## config.mk

```make
export PLATFORM = sky130hd
export DESIGN_NAME = adsr_envelope_generator
export DESIGN_NICKNAME = d
export VERILOG_FILES = /design/src/design/aeg_pkg.sv /design/src/design/adsr_envelope_generator.sv
export SDC_FILE = /design/constraint.sdc
export NUM_CORES = 2
export LEC_CHECK = 0
export ABC_AREA = 1
export BUFFER_PORTS_ARGS = -buffer_cell sky130_fd_sc_hd__buf_4
export CAP_MARGIN = 10
export CELL_PAD_IN_SITES_DETAIL_PLACEMENT = 2
export CELL_PAD_IN_SITES_GLOBAL_PLACEMENT = 2
export CORE_MARGIN = 2
export CORE_UTILIZATION = 43
export CTS_BUF_LIST = sky130_fd_sc_hd__clkbuf_8
export CTS_CLUSTER_SIZE = 40
export DETAILED_ROUTE_END_ITERATION = 10
export PLACE_DENSITY_LB_ADDON = 0.1
export SLEW_MARGIN = 10
export SYNTH_ARGS = -nofsm -noshare
export SYNTH_HDL_FRONTEND = slang
export SYNTH_SLANG_ARGS = --single-unit
```

## constraint.sdc

```tcl
create_clock -name clk_i -period 17.3 [get_ports clk_i]
set_input_delay 0 -clock clk_i [delete_from_list [all_inputs] [get_ports clk_i]]
set_output_delay 0 -clock clk_i [all_outputs]
set_load 0.02 [all_outputs]
```

## src/design/aeg_pkg.sv

```systemverilog
// Shared types and constants for the ADSR envelope generator.
// Holds payload structs, stage codes, register indexes and fixed-point sizes.
// No dependencies.
`timescale 1ns / 1ps

package aeg_pkg;

  // Fixed-point level format (Q1.15); width of a level and of the quotient
  localparam int LEVEL_FRAC_BITS = 15;
  localparam int LVL_W           = LEVEL_FRAC_BITS + 1;
  localparam logic [LVL_W-1:0] LEVEL_ONE = LVL_W'(1) << LEVEL_FRAC_BITS;

  // Shortest attack, decay or release time in microseconds
  localparam logic [31:0] MIN_TIME_US = 32'd1000;

  // Configuration bus
  localparam int ADDR_W = 5;
  localparam logic [2:0] REG_ATTACK  = 3'd0;
  localparam logic [2:0] REG_DECAY   = 3'd1;
  localparam logic [2:0] REG_SUSTAIN = 3'd2;
  localparam logic [2:0] REG_RELEASE = 3'd3;
  localparam logic [2:0] REG_TRIGGER = 3'd4;
  localparam logic [2:0] REG_HOLD    = 3'd5;

  // Envelope stage codes
  localparam logic [2:0] STG_IDLE    = 3'd0;
  localparam logic [2:0] STG_ATTACK  = 3'd1;
  localparam logic [2:0] STG_DECAY   = 3'd2;
  localparam logic [2:0] STG_SUSTAIN = 3'd3;
  localparam logic [2:0] STG_RELEASE = 3'd4;

  typedef struct packed {
    logic        gate;
    logic [31:0] time_us;
  } in_item_t;

  typedef struct packed {
    logic [15:0] env_level;
    logic [2:0]  env_stage;
  } out_item_t;

endpackage

```

## src/design/adsr_envelope_generator.sv

```systemverilog
// ADSR envelope generator: one item per frame, one result item per input item.
// Sequence per item: update, evaluate, then, when a stage ramps, one 32x16
// multiply and a 16-step restoring divider, then finish; otherwise straight to finish.
// A new item is taken only once the sequencer is idle again; a result
// item held by the receiver stalls the input for as long.
// Reset (rst_ni low, asynchronous): configuration returns to defaults, stage
// idle, counters and level zero, no result pending.
`timescale 1ns / 1ps

module adsr_envelope_generator #(
  parameter int MAX_STEP_US     = 1000000,
  parameter int DEFAULT_STEP_US = 16000
) (
  input  logic                      clk_i,
  input  logic                      rst_ni,
  // Frame input
  input  logic                      in_valid_i,
  output logic                      in_ready_o,
  input  aeg_pkg::in_item_t         in_item_i,
  // Result output
  output logic                      out_valid_o,
  input  logic                      out_ready_i,
  output aeg_pkg::out_item_t        out_item_o,
  // Configuration port
  input  logic                      psel,
  input  logic                      penable,
  input  logic                      pwrite,
  input  logic [aeg_pkg::ADDR_W-1:0] paddr,
  input  logic [31:0]               pwdata,
  output logic [31:0]               prdata,
  output logic                      pready
);

  localparam int LW      = aeg_pkg::LVL_W;
  localparam int STEP_MX = (MAX_STEP_US > DEFAULT_STEP_US) ? MAX_STEP_US : DEFAULT_STEP_US;
  localparam int STEP_W  = $clog2(STEP_MX + 1);
  localparam int CNT_W   = $clog2(LW);
  localparam int PROD_W  = 32 + LW;

  // Sequencer codes
  localparam logic [2:0] S_IDLE = 3'd0;
  localparam logic [2:0] S_UPD  = 3'd1;
  localparam logic [2:0] S_EVAL = 3'd2;
  localparam logic [2:0] S_MUL  = 3'd3;
  localparam logic [2:0] S_DIV  = 3'd4;
  localparam logic [2:0] S_FIN  = 3'd5;

  // Configuration registers
  logic [31:0]   attack_q, decay_q, release_q, hold_q;
  logic [15:0]   sustain_q;
  logic          trig_q;

  // Envelope state
  logic [2:0]    stage_q;
  logic [31:0]   stage_el_q, act_el_q, last_stamp_q;
  logic          gate_prev_q, seen_first_q;
  logic [LW-1:0] rel_from_q, level_q;

  // Sequencer
  logic [2:0]    seq_q;
  logic [CNT_W-1:0] cnt_q;
  logic          rise_q, fall_q;
  logic [STEP_W-1:0] step_q;

  // Shared multiply/divide datapath
  logic [31:0]   op_a_q, div_q, rem_q;
  logic [LW-1:0] op_b_q, num_lo_q, quo_q;
  logic          neg_q;

  // Output register
  logic          out_valid_q;
  aeg_pkg::out_item_t out_item_q;

  // ---------------------------------------------------------------------------
  // Configuration port
  // ---------------------------------------------------------------------------
  logic cfg_wr;
  assign pready = 1'b1;
  assign cfg_wr = psel & penable & pwrite;

  always_comb begin
    case (paddr[4:2])
      aeg_pkg::REG_ATTACK:  prdata = attack_q;
      aeg_pkg::REG_DECAY:   prdata = decay_q;
      aeg_pkg::REG_SUSTAIN: prdata = {16'd0, sustain_q};
      aeg_pkg::REG_RELEASE: prdata = release_q;
      aeg_pkg::REG_TRIGGER: prdata = {31'd0, trig_q};
      aeg_pkg::REG_HOLD:    prdata = hold_q;
      default:              prdata = 32'd0;
    endcase
  end

  always_ff @(posedge clk_i or negedge rst_ni) begin
    if (!rst_ni) begin
      attack_q  <= 32'd10000;
      decay_q   <= 32'd100000;
      sustain_q <= 16'd22938;
      release_q <= 32'd300000;
      trig_q    <= 1'b0;
      hold_q    <= 32'd0;
    end else if (cfg_wr) begin
      case (paddr[4:2])
        aeg_pkg::REG_ATTACK:  attack_q  <= pwdata;
        aeg_pkg::REG_DECAY:   decay_q   <= pwdata;
        aeg_pkg::REG_SUSTAIN: sustain_q <= pwdata[15:0];
        aeg_pkg::REG_RELEASE: release_q <= pwdata;
        aeg_pkg::REG_TRIGGER: trig_q    <= pwdata[0];
        aeg_pkg::REG_HOLD:    hold_q    <= pwdata;
        default: ;
      endcase
    end
  end

  // Floored stage times and clamped sustain level
  logic [31:0]   a_fl, d_fl, r_fl;
  logic [LW-1:0] s_cl;
  assign a_fl = (attack_q  < aeg_pkg::MIN_TIME_US) ? aeg_pkg::MIN_TIME_US : attack_q;
  assign d_fl = (decay_q   < aeg_pkg::MIN_TIME_US) ? aeg_pkg::MIN_TIME_US : decay_q;
  assign r_fl = (release_q < aeg_pkg::MIN_TIME_US) ? aeg_pkg::MIN_TIME_US : release_q;
  assign s_cl = (sustain_q > 16'(aeg_pkg::LEVEL_ONE)) ? aeg_pkg::LEVEL_ONE : LW'(sustain_q);

  // ---------------------------------------------------------------------------
  // Frame step at accept
  // ---------------------------------------------------------------------------
  logic              in_acc;
  logic [31:0]       prev_stamp, diff;
  logic [STEP_W-1:0] step_d;

  assign in_ready_o = (seq_q == S_IDLE);
  assign in_acc     = in_valid_i & in_ready_o;
  assign prev_stamp = seen_first_q ? last_stamp_q : in_item_i.time_us;
  assign diff       = in_item_i.time_us - prev_stamp;
  assign step_d     = (diff[31] || diff > 32'(MAX_STEP_US)) ?
                      STEP_W'(DEFAULT_STEP_US) : diff[STEP_W-1:0];

  // ---------------------------------------------------------------------------
  // Stage transitions on gate and hold time, then advance the elapsed counters
  // ---------------------------------------------------------------------------
  logic [2:0]    upd_stage;
  logic [31:0]   upd_se, upd_ae;
  logic [LW-1:0] upd_rf;
  logic [32:0]   se_sum, ae_sum;

  always_comb begin
    upd_stage = stage_q;
    upd_se    = stage_el_q;
    upd_ae    = act_el_q;
    upd_rf    = rel_from_q;
    if (!trig_q) begin
      if (rise_q) begin
        upd_stage = aeg_pkg::STG_ATTACK;
        upd_se    = 32'd0;
        upd_rf    = level_q;
      end else if (fall_q && stage_q != aeg_pkg::STG_IDLE) begin
        upd_stage = aeg_pkg::STG_RELEASE;
        upd_se    = 32'd0;
        upd_rf    = level_q;
      end
    end else begin
      if (rise_q) begin
        upd_stage = aeg_pkg::STG_ATTACK;
        upd_se    = 32'd0;
        upd_ae    = 32'd0;
        upd_rf    = level_q;
      end
      if (upd_stage != aeg_pkg::STG_IDLE && upd_stage != aeg_pkg::STG_RELEASE &&
          hold_q != 32'd0 && upd_ae >= hold_q) begin
        upd_stage = aeg_pkg::STG_RELEASE;
        upd_se    = 32'd0;
        upd_rf    = level_q;
      end
    end
    // Saturating advance
    se_sum = {1'b0, upd_se} + 33'(step_q);
    ae_sum = {1'b0, upd_ae} + 33'(step_q);
    upd_se = se_sum[32] ? 32'hFFFF_FFFF : se_sum[31:0];
    if (upd_stage != aeg_pkg::STG_IDLE && upd_stage != aeg_pkg::STG_RELEASE) begin
      upd_ae = ae_sum[32] ? 32'hFFFF_FFFF : ae_sum[31:0];
    end
  end

  // ---------------------------------------------------------------------------
  // Level evaluation: pick the ramp operands or a fixed level
  // ---------------------------------------------------------------------------
  logic [2:0]    ev_stage;
  logic          ev_clr, ev_ramp, ev_neg;
  logic [LW-1:0] ev_level, ev_op_b;
  logic [31:0]   ev_op_a, ev_div;

  always_comb begin
    ev_stage = stage_q;
    ev_clr   = 1'b0;
    ev_ramp  = 1'b0;
    ev_neg   = 1'b0;
    ev_level = '0;
    ev_op_a  = stage_el_q;
    ev_op_b  = aeg_pkg::LEVEL_ONE;
    ev_div   = a_fl;
    case (stage_q)
      aeg_pkg::STG_ATTACK: begin
        if (stage_el_q < a_fl) begin
          ev_ramp = 1'b1;
        end else begin
          ev_level = aeg_pkg::LEVEL_ONE;
          ev_stage = aeg_pkg::STG_DECAY;
          ev_clr   = 1'b1;
        end
      end
      aeg_pkg::STG_DECAY: begin
        ev_op_b = aeg_pkg::LEVEL_ONE - s_cl;
        ev_div  = d_fl;
        ev_neg  = 1'b1;
        if (stage_el_q < d_fl) begin
          ev_ramp = 1'b1;
        end else begin
          ev_level = s_cl;
          ev_stage = aeg_pkg::STG_SUSTAIN;
          ev_clr   = 1'b1;
        end
      end
      aeg_pkg::STG_SUSTAIN: ev_level = s_cl;
      aeg_pkg::STG_RELEASE: begin
        ev_op_a = r_fl - stage_el_q;
        ev_op_b = rel_from_q;
        ev_div  = r_fl;
        if (stage_el_q < r_fl) begin
          ev_ramp = 1'b1;
        end else begin
          ev_stage = aeg_pkg::STG_IDLE;
          ev_clr   = 1'b1;
        end
      end
      aeg_pkg::STG_IDLE: ev_level = '0;
      default: ev_stage = aeg_pkg::STG_IDLE;
    endcase
  end

  // ---------------------------------------------------------------------------
  // Shared multiplier and one-bit-per-cycle restoring divider
  // ---------------------------------------------------------------------------
  logic [PROD_W-1:0] prod;
  logic [32:0]       shifted, trial;
  logic              q_bit;
  logic [LW-1:0]     quo_next, div_level;

  assign prod      = op_a_q * op_b_q;
  assign shifted   = {rem_q, num_lo_q[LW-1]};
  assign trial     = shifted - {1'b0, div_q};
  assign q_bit     = ~trial[32];
  assign quo_next  = {quo_q[LW-2:0], q_bit};
  assign div_level = neg_q ? (aeg_pkg::LEVEL_ONE - quo_next) : quo_next;

  always_ff @(posedge clk_i) begin
    // Load operands for the ramp
    if (seq_q == S_EVAL) begin
      op_a_q <= ev_op_a;
      op_b_q <= ev_op_b;
      div_q  <= ev_div;
      neg_q  <= ev_neg;
    end
    // Register the product; its upper part already lies below the divisor
    if (seq_q == S_MUL) begin
      rem_q    <= prod[PROD_W-1:LW];
      num_lo_q <= prod[LW-1:0];
    end
    // Shift one quotient bit in per cycle
    if (seq_q == S_DIV) begin
      rem_q    <= q_bit ? trial[31:0] : shifted[31:0];
      num_lo_q <= num_lo_q << 1;
      quo_q    <= quo_next;
    end
    // Capture the result item
    if (seq_q == S_FIN && (!out_valid_q || out_ready_i)) begin
      out_item_q.env_level <= level_q;
      out_item_q.env_stage <= stage_q;
    end
  end

  // ---------------------------------------------------------------------------
  // Sequencer and envelope state
  // ---------------------------------------------------------------------------
  always_ff @(posedge clk_i or negedge rst_ni) begin
    if (!rst_ni) begin
      seq_q        <= S_IDLE;
      cnt_q        <= '0;
      rise_q       <= 1'b0;
      fall_q       <= 1'b0;
      step_q       <= '0;
      stage_q      <= aeg_pkg::STG_IDLE;
      stage_el_q   <= 32'd0;
      act_el_q     <= 32'd0;
      gate_prev_q  <= 1'b0;
      rel_from_q   <= '0;
      level_q      <= '0;
      last_stamp_q <= 32'd0;
      seen_first_q <= 1'b0;
      out_valid_q  <= 1'b0;
    end else begin
      // Drop the result once taken
      if (out_valid_q && out_ready_i) begin
        out_valid_q <= 1'b0;
      end
      case (seq_q)
        S_IDLE: begin
          if (in_acc) begin
            rise_q       <= in_item_i.gate & ~gate_prev_q;
            fall_q       <= ~in_item_i.gate & gate_prev_q;
            gate_prev_q  <= in_item_i.gate;
            last_stamp_q <= in_item_i.time_us;
            seen_first_q <= 1'b1;
            step_q       <= step_d;
            seq_q        <= S_UPD;
          end
        end
        S_UPD: begin
          stage_q    <= upd_stage;
          stage_el_q <= upd_se;
          act_el_q   <= upd_ae;
          rel_from_q <= upd_rf;
          seq_q      <= S_EVAL;
        end
        S_EVAL: begin
          stage_q <= ev_stage;
          if (ev_clr) begin
            stage_el_q <= 32'd0;
          end
          if (ev_ramp) begin
            seq_q <= S_MUL;
          end else begin
            level_q <= ev_level;
            seq_q   <= S_FIN;
          end
        end
        S_MUL: begin
          cnt_q <= '0;
          seq_q <= S_DIV;
        end
        S_DIV: begin
          cnt_q <= cnt_q + CNT_W'(1);
          if (cnt_q == CNT_W'(LW - 1)) begin
            level_q <= div_level;
            seq_q   <= S_FIN;
          end
        end
        S_FIN: begin
          // Hold until the output register is free
          if (!out_valid_q || out_ready_i) begin
            out_valid_q <= 1'b1;
            seq_q       <= S_IDLE;
          end
        end
        default: seq_q <= S_IDLE;
      endcase
    end
  end

  assign out_valid_o = out_valid_q;
  assign out_item_o  = out_item_q;

endmodule

```

; ---- Yosys cells after proc, flatten, opt, wreduce, memory -nomap -nowiden
; Index checks and enable logic that the tools add are counted.
[word_totals]
register_bits = 471
inputBits = 77
output_inout_bits = 54
[classes]
n_addsub = 8
multipliers = 1
order_cmp = 9
n_eq_ne = 27
mux = 69
bitwise = 8
n_reduce_logical = 34
[op_table]
columns = op, count
row1 = $mux W32, 20
row2 = $mux W16, 13
row3 = $pmux W32 S6, 1
row4 = $pmux W32 S2, 2
row5 = $lt A32 B10 Y1 const B, 3
row6 = $lt A32 B32 Y1, 3
row7 = $add A32 B20 Y33, 2
row8 = $pmux W16 S2, 2
row9 = $sub A32 B32 Y32, 2
row10 = $mul A32 B16 Y48, 1
row11 = $pmux W16 S3, 1
row12 = $mux W3, 13
row13 = $sub A33 B32 Y33, 1
row14 = $ge A32 B32 Y1, 1
row15 = $gt A32 B20 Y1 const B, 1
row16 = $reduce_bool A32 Y1, 1
row17 = $sub A16 B16 Y16 const A, 2
row18 = $mux W20, 1
row19 = $eq A3 B2 Y1 const B, 6
row20 = $pmux W3 S6, 1
row21 = $gt A16 B16 Y1 const B, 1
row22 = $reduce_and A2 Y1, 8
row23 = $eq A3 B3 Y1 const B, 5
row24 = $ne A3 B3 Y1 const B, 5
row25 = 22 further kinds, 60

; ---- Longest topological paths before layout
[depth]
ltp_word = 11
depth_mapped = 34
depth_no_buf = 31

; ---- Worst setup path before layout
; OpenSTA, ideal clock, no wires.
[synth_path]
kind = flip-flop to flip-flop
startpoint = register op_a_q[5]
endpoint = register rem_q[24] (data pin)
setup_ns = 0.256
arrival_time_ns = 5.788
t_required_ns = 17.044
path_slack_ns = 11.256
path_stages_with_launch = 28
synth_period_minus_slack_ns = 6.044
path_cell_list = edfxtp_1 clkbuf_1 clkbuf_1 nand2_1 fa_1 inv_1 fa_1 inv_1 fa_1 inv_1 fa_1 fa_1 inv_1 fa_1 inv_1 ha_1 nand2_1 inv_1 a21oi_1 o221ai_1 a21oi_1 o21ai_0 nand2_1 nand2_1 a21oi_1 nand2_1 nand3_1 nand2_1
[synth_between]
elab_chain_len = 3
[synth_rtl]
columns = element, line_no
row1 = "start, declared", adsr_envelope_generator.sv:66  ; logic [31:0] op_a_q, div_q, rem_q;
row2 = "start signal, assigned", adsr_envelope_generator.sv:256  ; op_a_q <= ev_op_a;
row3 = $mul A32 B16 Y48, adsr_envelope_generator.sv:246  ; assign prod = op_a_q * op_b_q;
row4 = $mux W32, adsr_envelope_generator.sv:262  ; if (seq_q == S_MUL) begin
row5 = $mux W32, adsr_envelope_generator.sv:267  ; if (seq_q == S_DIV) begin
row6 = "end signal, assigned", adsr_envelope_generator.sv:263  ; rem_q <= prod[PROD_W-1:LW];
row7 = "end signal, assigned", adsr_envelope_generator.sv:268  ; rem_q <= q_bit ? trial[31:0] : shifted[31:0];
row8 = "end, declared", adsr_envelope_generator.sv:66
; No other way between the ends. The select of a mux whose other input is x is not followed.
; A chain may end at the register's enable or synchronous reset.

; ---- Worst setup path in the final report
[layout_path]
startpoint = register op_a_q[9]
endpoint = register rem_q[10] (data pin)
; Same word-level chain as after synthesis.

==> impl_table.tex <==
\begin{tabular}{lr}
\hline
Metric & Value \\
\hline
\multicolumn{2}{l}{\textbf{Run status}} \\
\quad Outcome & completed \\
\multicolumn{2}{l}{\textbf{Worst setup path}} \\
\quad CP delay by family, top & adder cells \\
\quad Critical path required time & 17,800 ps \\
\quad Crit path buf inv count & 5 \\
\quad Category of the most critical setup path & reg2reg \\
\quad Most common cell type on the critical path & sky130\_fd\_sc\_hd\_\_fa\_1 \\
\quad Worst Setup End Kind & register \\
\quad Critical path data arrival time & approximately 8100 ps \\
\quad Maximum fanout encountered on the critical timing path & 16 \\
\quad CP max stage delay & between 900 and 1000 ps \\
\quad Critical Path Start Type & register \\
\quad Slowest library cell on the worst path & sky130\_fd\_sc\_hd\_\_edfxtp\_1 \\
\quad Crit path cell chain & nand2\_1 > fa\_1 > inv\_1 > fa\_1 > fa\_1 > fa\_1 > fa\_1 > inv\_1 > fa\_1 > inv\_1 > ha\_1 > a21oi\_1 > inv\_1 > a31oi\_1 > o211ai\_1 > a21oi\_1 > inv\_1 > nand2\_1 > nand2\_1 > o21ai\_0 > nand2\_1 \\
\multicolumn{2}{l}{\textbf{Synth}} \\
\quad Post-Syn Instances & between 6,000 and 7,000 \\
\quad Sequential share of the synthesized area & about a quarter \\
\quad Seq cells post-synth & 471 \\
\quad Post-Synthesis Cell Area & roughly 49,000 sq um \\
\quad Synth Area in XOR/XNOR & 2.36\% \\
\quad EDFF count, synth & between 150 and 200 \\
\quad Most repeated cell in the gate-level netlist after synthesis & sky130\_fd\_sc\_hd\_\_nand2\_1 \\
\quad Combinational family with the most area after synthesis & adder cells \\
\quad Count of different cell masters after synthesis & 75 \\
\quad Prevailing post-synth register cell & sky130\_fd\_sc\_hd\_\_dfrtp\_1 \\
\quad Net Count, Synth & approximately 7,300 \\
\quad Post-synthesis share of cell area spent on full adders, half adders and majority gates & 26.1\% \\
\quad Top cells by instance count after synthesis & sky130\_fd\_sc\_hd\_\_nand2\_1 (1,545), sky130\_fd\_sc\_hd\_\_inv\_1 (1,249), sky130\_fd\_sc\_hd\_\_o21ai\_0 (478), sky130\_fd\_sc\_hd\_\_fa\_1 (423), sky130\_fd\_sc\_hd\_\_nor2\_1 (398) \\
\quad Share of flip-flops with an asynchronous set or reset & approximately 65\% \\
\quad Largest cells by area after synthesis & sky130\_fd\_sc\_hd\_\_fa\_1 (17\%), sky130\_fd\_sc\_hd\_\_dfrtp\_1 (14\%), sky130\_fd\_sc\_hd\_\_nand2\_1 (12\%), sky130\_fd\_sc\_hd\_\_edfxtp\_1 (9.9\%), sky130\_fd\_sc\_hd\_\_inv\_1 (9.5\%) \\
\quad Count of synthesis-stage warnings from yosys & 0 \\
\quad Library cell occupying the most area in the post-synthesis netlist & sky130\_fd\_sc\_hd\_\_fa\_1 \\
\quad Synthesized-area fraction occupied by and/or/nand/nor cells & between 10\% and 20\% \\
\quad Compound-cell area share of the yosys netlist & between 10\% and 20\% \\
\quad Mean Syn Cell Area & $\sim$7.6 sq um \\
\quad Multiplexer share of the synthesized area & less than 1\% \\
\quad Fraction of post-synthesis cell area in the top cell type by area & 17.2\% \\
\multicolumn{2}{l}{\textbf{Clock tree}} \\
\quad Root buffer cell & sky130\_fd\_sc\_hd\_\_clkbuf\_8 \\
\quad CTS max path bufs & 3 \\
\quad CTS tree & yes \\
\quad H-Tree Level Count & 3 \\
\quad Num CTS Buffers & 91 \\
\quad Total setup buffers inserted after CTS & 0 \\
\quad Clk sinks & about 470 \\
\quad Reg clk slew, reported paths & roughly 70 ps \\
\quad Clock latency of the later-clocked register in the worst-skew pair & between 800 and 900 ps \\
\multicolumn{2}{l}{\textbf{Finish}} \\
\quad Nets & around 7,500 \\
\quad Fraction of final layout cells with drive strength greater than 1 & 7.55\% \\
\quad Non-filler cells, final & 8,209 \\
\quad Area growth from synthesis to layout & 11.6\% \\
\multicolumn{2}{l}{\textbf{Route}} \\
\quad Via density & 5.92 \\
\quad Initial DRC count & about 3,300 \\
\quad Average wire per standard cell & about 29 um \\
\quad Number of design rule violations left after detail routing & 0 \\
\quad Number of iterations in the first detailed-routing pass & 5 \\
\quad Final antenna-violating net count & 0 \\
\quad Via count of the routed design & between 40,000 and 50,000 \\
\quad Post-detailed-routing wire length & between 200,000 and 250,000 um \\
\multicolumn{2}{l}{\textbf{Placed design}} \\
\quad Placed insts & 7,877 \\
\quad Total of buffers placed on input and output ports & 127 \\
\quad Final estimated routing congestion in global placement & approximately 0.9 \\
\quad Total half-perimeter wirelength after legalization and detailed placement & between 150,000 and 200,000 um \\
\quad Worst setup slack before clock tree synthesis & a little under 10,000 ps \\
\multicolumn{2}{l}{\textbf{STA}} \\
\quad Slew headroom & between 5 and 6\% \\
\quad Post-route clock skew & between 100 and 150 ps \\
\quad Final Hold Slack & around 46 ps \\
\quad Endpoints failing hold & 0 \\
\quad Final worst-path setup slack & 9710 ps \\
\quad Setup TNS & 0 ps \\
\quad Min cycle time layout & between 7000 and 8000 ps \\
\quad Final worst-path cycle share & between 40\% and 50\% \\
\quad F\_max & approximately 130 MHz \\
\quad Slew at the pin with the worst max-slew slack & 1420 ps \\
\quad RSZ-0062 raised after global routing & no \\
\quad \# setup viols final & 0 \\
\quad Final Slew Violations & 0 \\
\multicolumn{2}{l}{\textbf{GRT}} \\
\quad Pin count of the biggest net entering global routing & just over 90 \\
\quad Wire length of the first global-routing pass & roughly 360,000 um \\
\quad Overflow left after global routing & 0 \\
\quad Antenna violations before repair & 12 \\
\quad Number of global-route vias before repair & approximately 56,000 \\
\quad GRT Util Overall & 40.1\% \\
\multicolumn{2}{l}{\textbf{Floorplan}} \\
\quad Area enclosed by the die boundary & roughly 120,000 sq um \\
\quad Count of pins on the block boundary & about 130 \\
\quad Height of the die & roughly 340 um \\
\quad Die X-Extent & around 340 um \\
\quad Number of core rows & between 100 and 150 \\
\quad Initial core utilization & 43.2\% \\
\quad Core Box Area & about 110,000 sq um \\
\multicolumn{2}{l}{\textbf{Min path}} \\
\quad Path category of the worst min-delay check & in2reg \\
\multicolumn{2}{l}{\textbf{Run}} \\
\quad Max-cap violations & 0 \\
\hline
\end{tabular}
-- sequential cells by signal, summed over array words and instances, names as in the netlist, 4 cells and up --
register / cells
rem_q: 32
stage_el_q: 32
attack_q: 32
op_a_q: 32
out_item_o: 19
hold_q: 32
cnt_q: 4
decay_q: 32
rel_from_q: 16
op_b_q: 16
step_q: 20
sustain_q: 16
quo_q: 15
act_el_q: 32
release_q: 32
num_lo_q: 16
last_stamp_q: 32
level_q: 16
div_q: 32
-- cells by family (layout without fill, tap and decap cells) --
family          count (synthesis)  count (layout)
simple gates                 2358            2358
buf+inv                      1547            1780
compound gates               1160            1160
fa+ha+maj                     775             775
flops                         471             471
xor+xnor                      131             131
mux                            16              16
other cells                     1               6
-- final cells by class --
type	count	area [sq um]
diodes	5	12.5
clock buffers	109	1500
clock inverters	60	418
fillers	13000	59100
inverters	1273	4780
multi-input cells	4441	30800
flip-flops and latches	471	12600
well taps	1512	1890
repair buffers	338	2960
-- path summary, 6_finish.rpt --
check | cells past startpoint | endpoint | slack (ps) | startpoint
setup / recovery | 21 | rem_q[10] | 9710 | op_a_q[9]
hold / removal | 4 | hold_q[21] | 50 | pwdata[21]
setup reg to reg | 21 | rem_q[10] | 9710 | op_a_q[9]
hold reg to reg | 2 | last_stamp_q[19] | 490 | last_stamp_q[19]
max in group asynchronous | 6 | level_q[8] | 14170 | rst_ni
min in group asynchronous | 4 | last_stamp_q[11] | 350 | rst_ni
-- layer usage --
metal  vias up  wire length (um)  GRT usage [%]
met2      1894            115000           69.3
met4         8             18000           26.2
met3       917             13900           7.94
li1      20800                 -              -
met1     25000             87200           44.9
met5         -                51              0
-- metrics by stage --
stage | utilization [%] | cell area (sq um)
6_report | 48.2 | 55000
3_5_place_dp | 45.1 | 51400
2_1_floorplan | - | 49300
3_3_place_gp | 45.1 | 51400
5_1_grt | 48.2 | 55000
4_1_cts | 48.2 | 55000
-- worst register-to-register path: stages, from the launching register on --
cell and delay, ps:
sky130_fd_sc_hd__edfxtp_1 930, sky130_fd_sc_hd__nand2_1 210, sky130_fd_sc_hd__fa_1 590, sky130_fd_sc_hd__inv_1 60
sky130_fd_sc_hd__fa_1 480, sky130_fd_sc_hd__fa_1 550, sky130_fd_sc_hd__fa_1 560, sky130_fd_sc_hd__fa_1 560
sky130_fd_sc_hd__inv_1 70, sky130_fd_sc_hd__fa_1 550, sky130_fd_sc_hd__inv_1 70, sky130_fd_sc_hd__ha_1 400
sky130_fd_sc_hd__a21oi_1 210, sky130_fd_sc_hd__inv_1 110, sky130_fd_sc_hd__a31oi_1 290, sky130_fd_sc_hd__o211ai_1 170
sky130_fd_sc_hd__a21oi_1 310, sky130_fd_sc_hd__inv_1 180, sky130_fd_sc_hd__nand2_1 120, sky130_fd_sc_hd__nand2_1 80
sky130_fd_sc_hd__o21ai_0 600, sky130_fd_sc_hd__nand2_1 190
-- layout by cell type (no fill, tap or decap), types with 27 or more instances in the layout --
cell / count
sky130_fd_sc_hd__dfrtp_1: 281
sky130_fd_sc_hd__nor2_1: 393
sky130_fd_sc_hd__dlygate4sd3_1: 157
sky130_fd_sc_hd__nand2_1: 1541
sky130_fd_sc_hd__xor2_1: 69
sky130_fd_sc_hd__xnor2_1: 60
sky130_fd_sc_hd__o21ai_2: 28
sky130_fd_sc_hd__a21oi_1: 315
sky130_fd_sc_hd__o211ai_1: 59
sky130_fd_sc_hd__inv_1: 1283
sky130_fd_sc_hd__o22ai_1: 28
sky130_fd_sc_hd__dfstp_2: 27
sky130_fd_sc_hd__edfxtp_1: 162
sky130_fd_sc_hd__a31oi_1: 36
sky130_fd_sc_hd__a21o_1: 27
sky130_fd_sc_hd__o221ai_1: 31
sky130_fd_sc_hd__fa_1: 423
sky130_fd_sc_hd__ha_1: 352
sky130_fd_sc_hd__nand4_1: 60
sky130_fd_sc_hd__o21ai_0: 478
sky130_fd_sc_hd__buf_4: 179
sky130_fd_sc_hd__clkbuf_8: 109
sky130_fd_sc_hd__nand3_1: 197
sky130_fd_sc_hd__nor3_1: 49
-- repair_timing --
action / in CTS / in global routing
hold buffers: 158 / 0
hold endpoints to repair: 303 / 0
gates resized for setup: 0 / 0
Power is not shown: default switching activity piles up to over one toggle a cycle in this logic, so the estimate is an artifact.
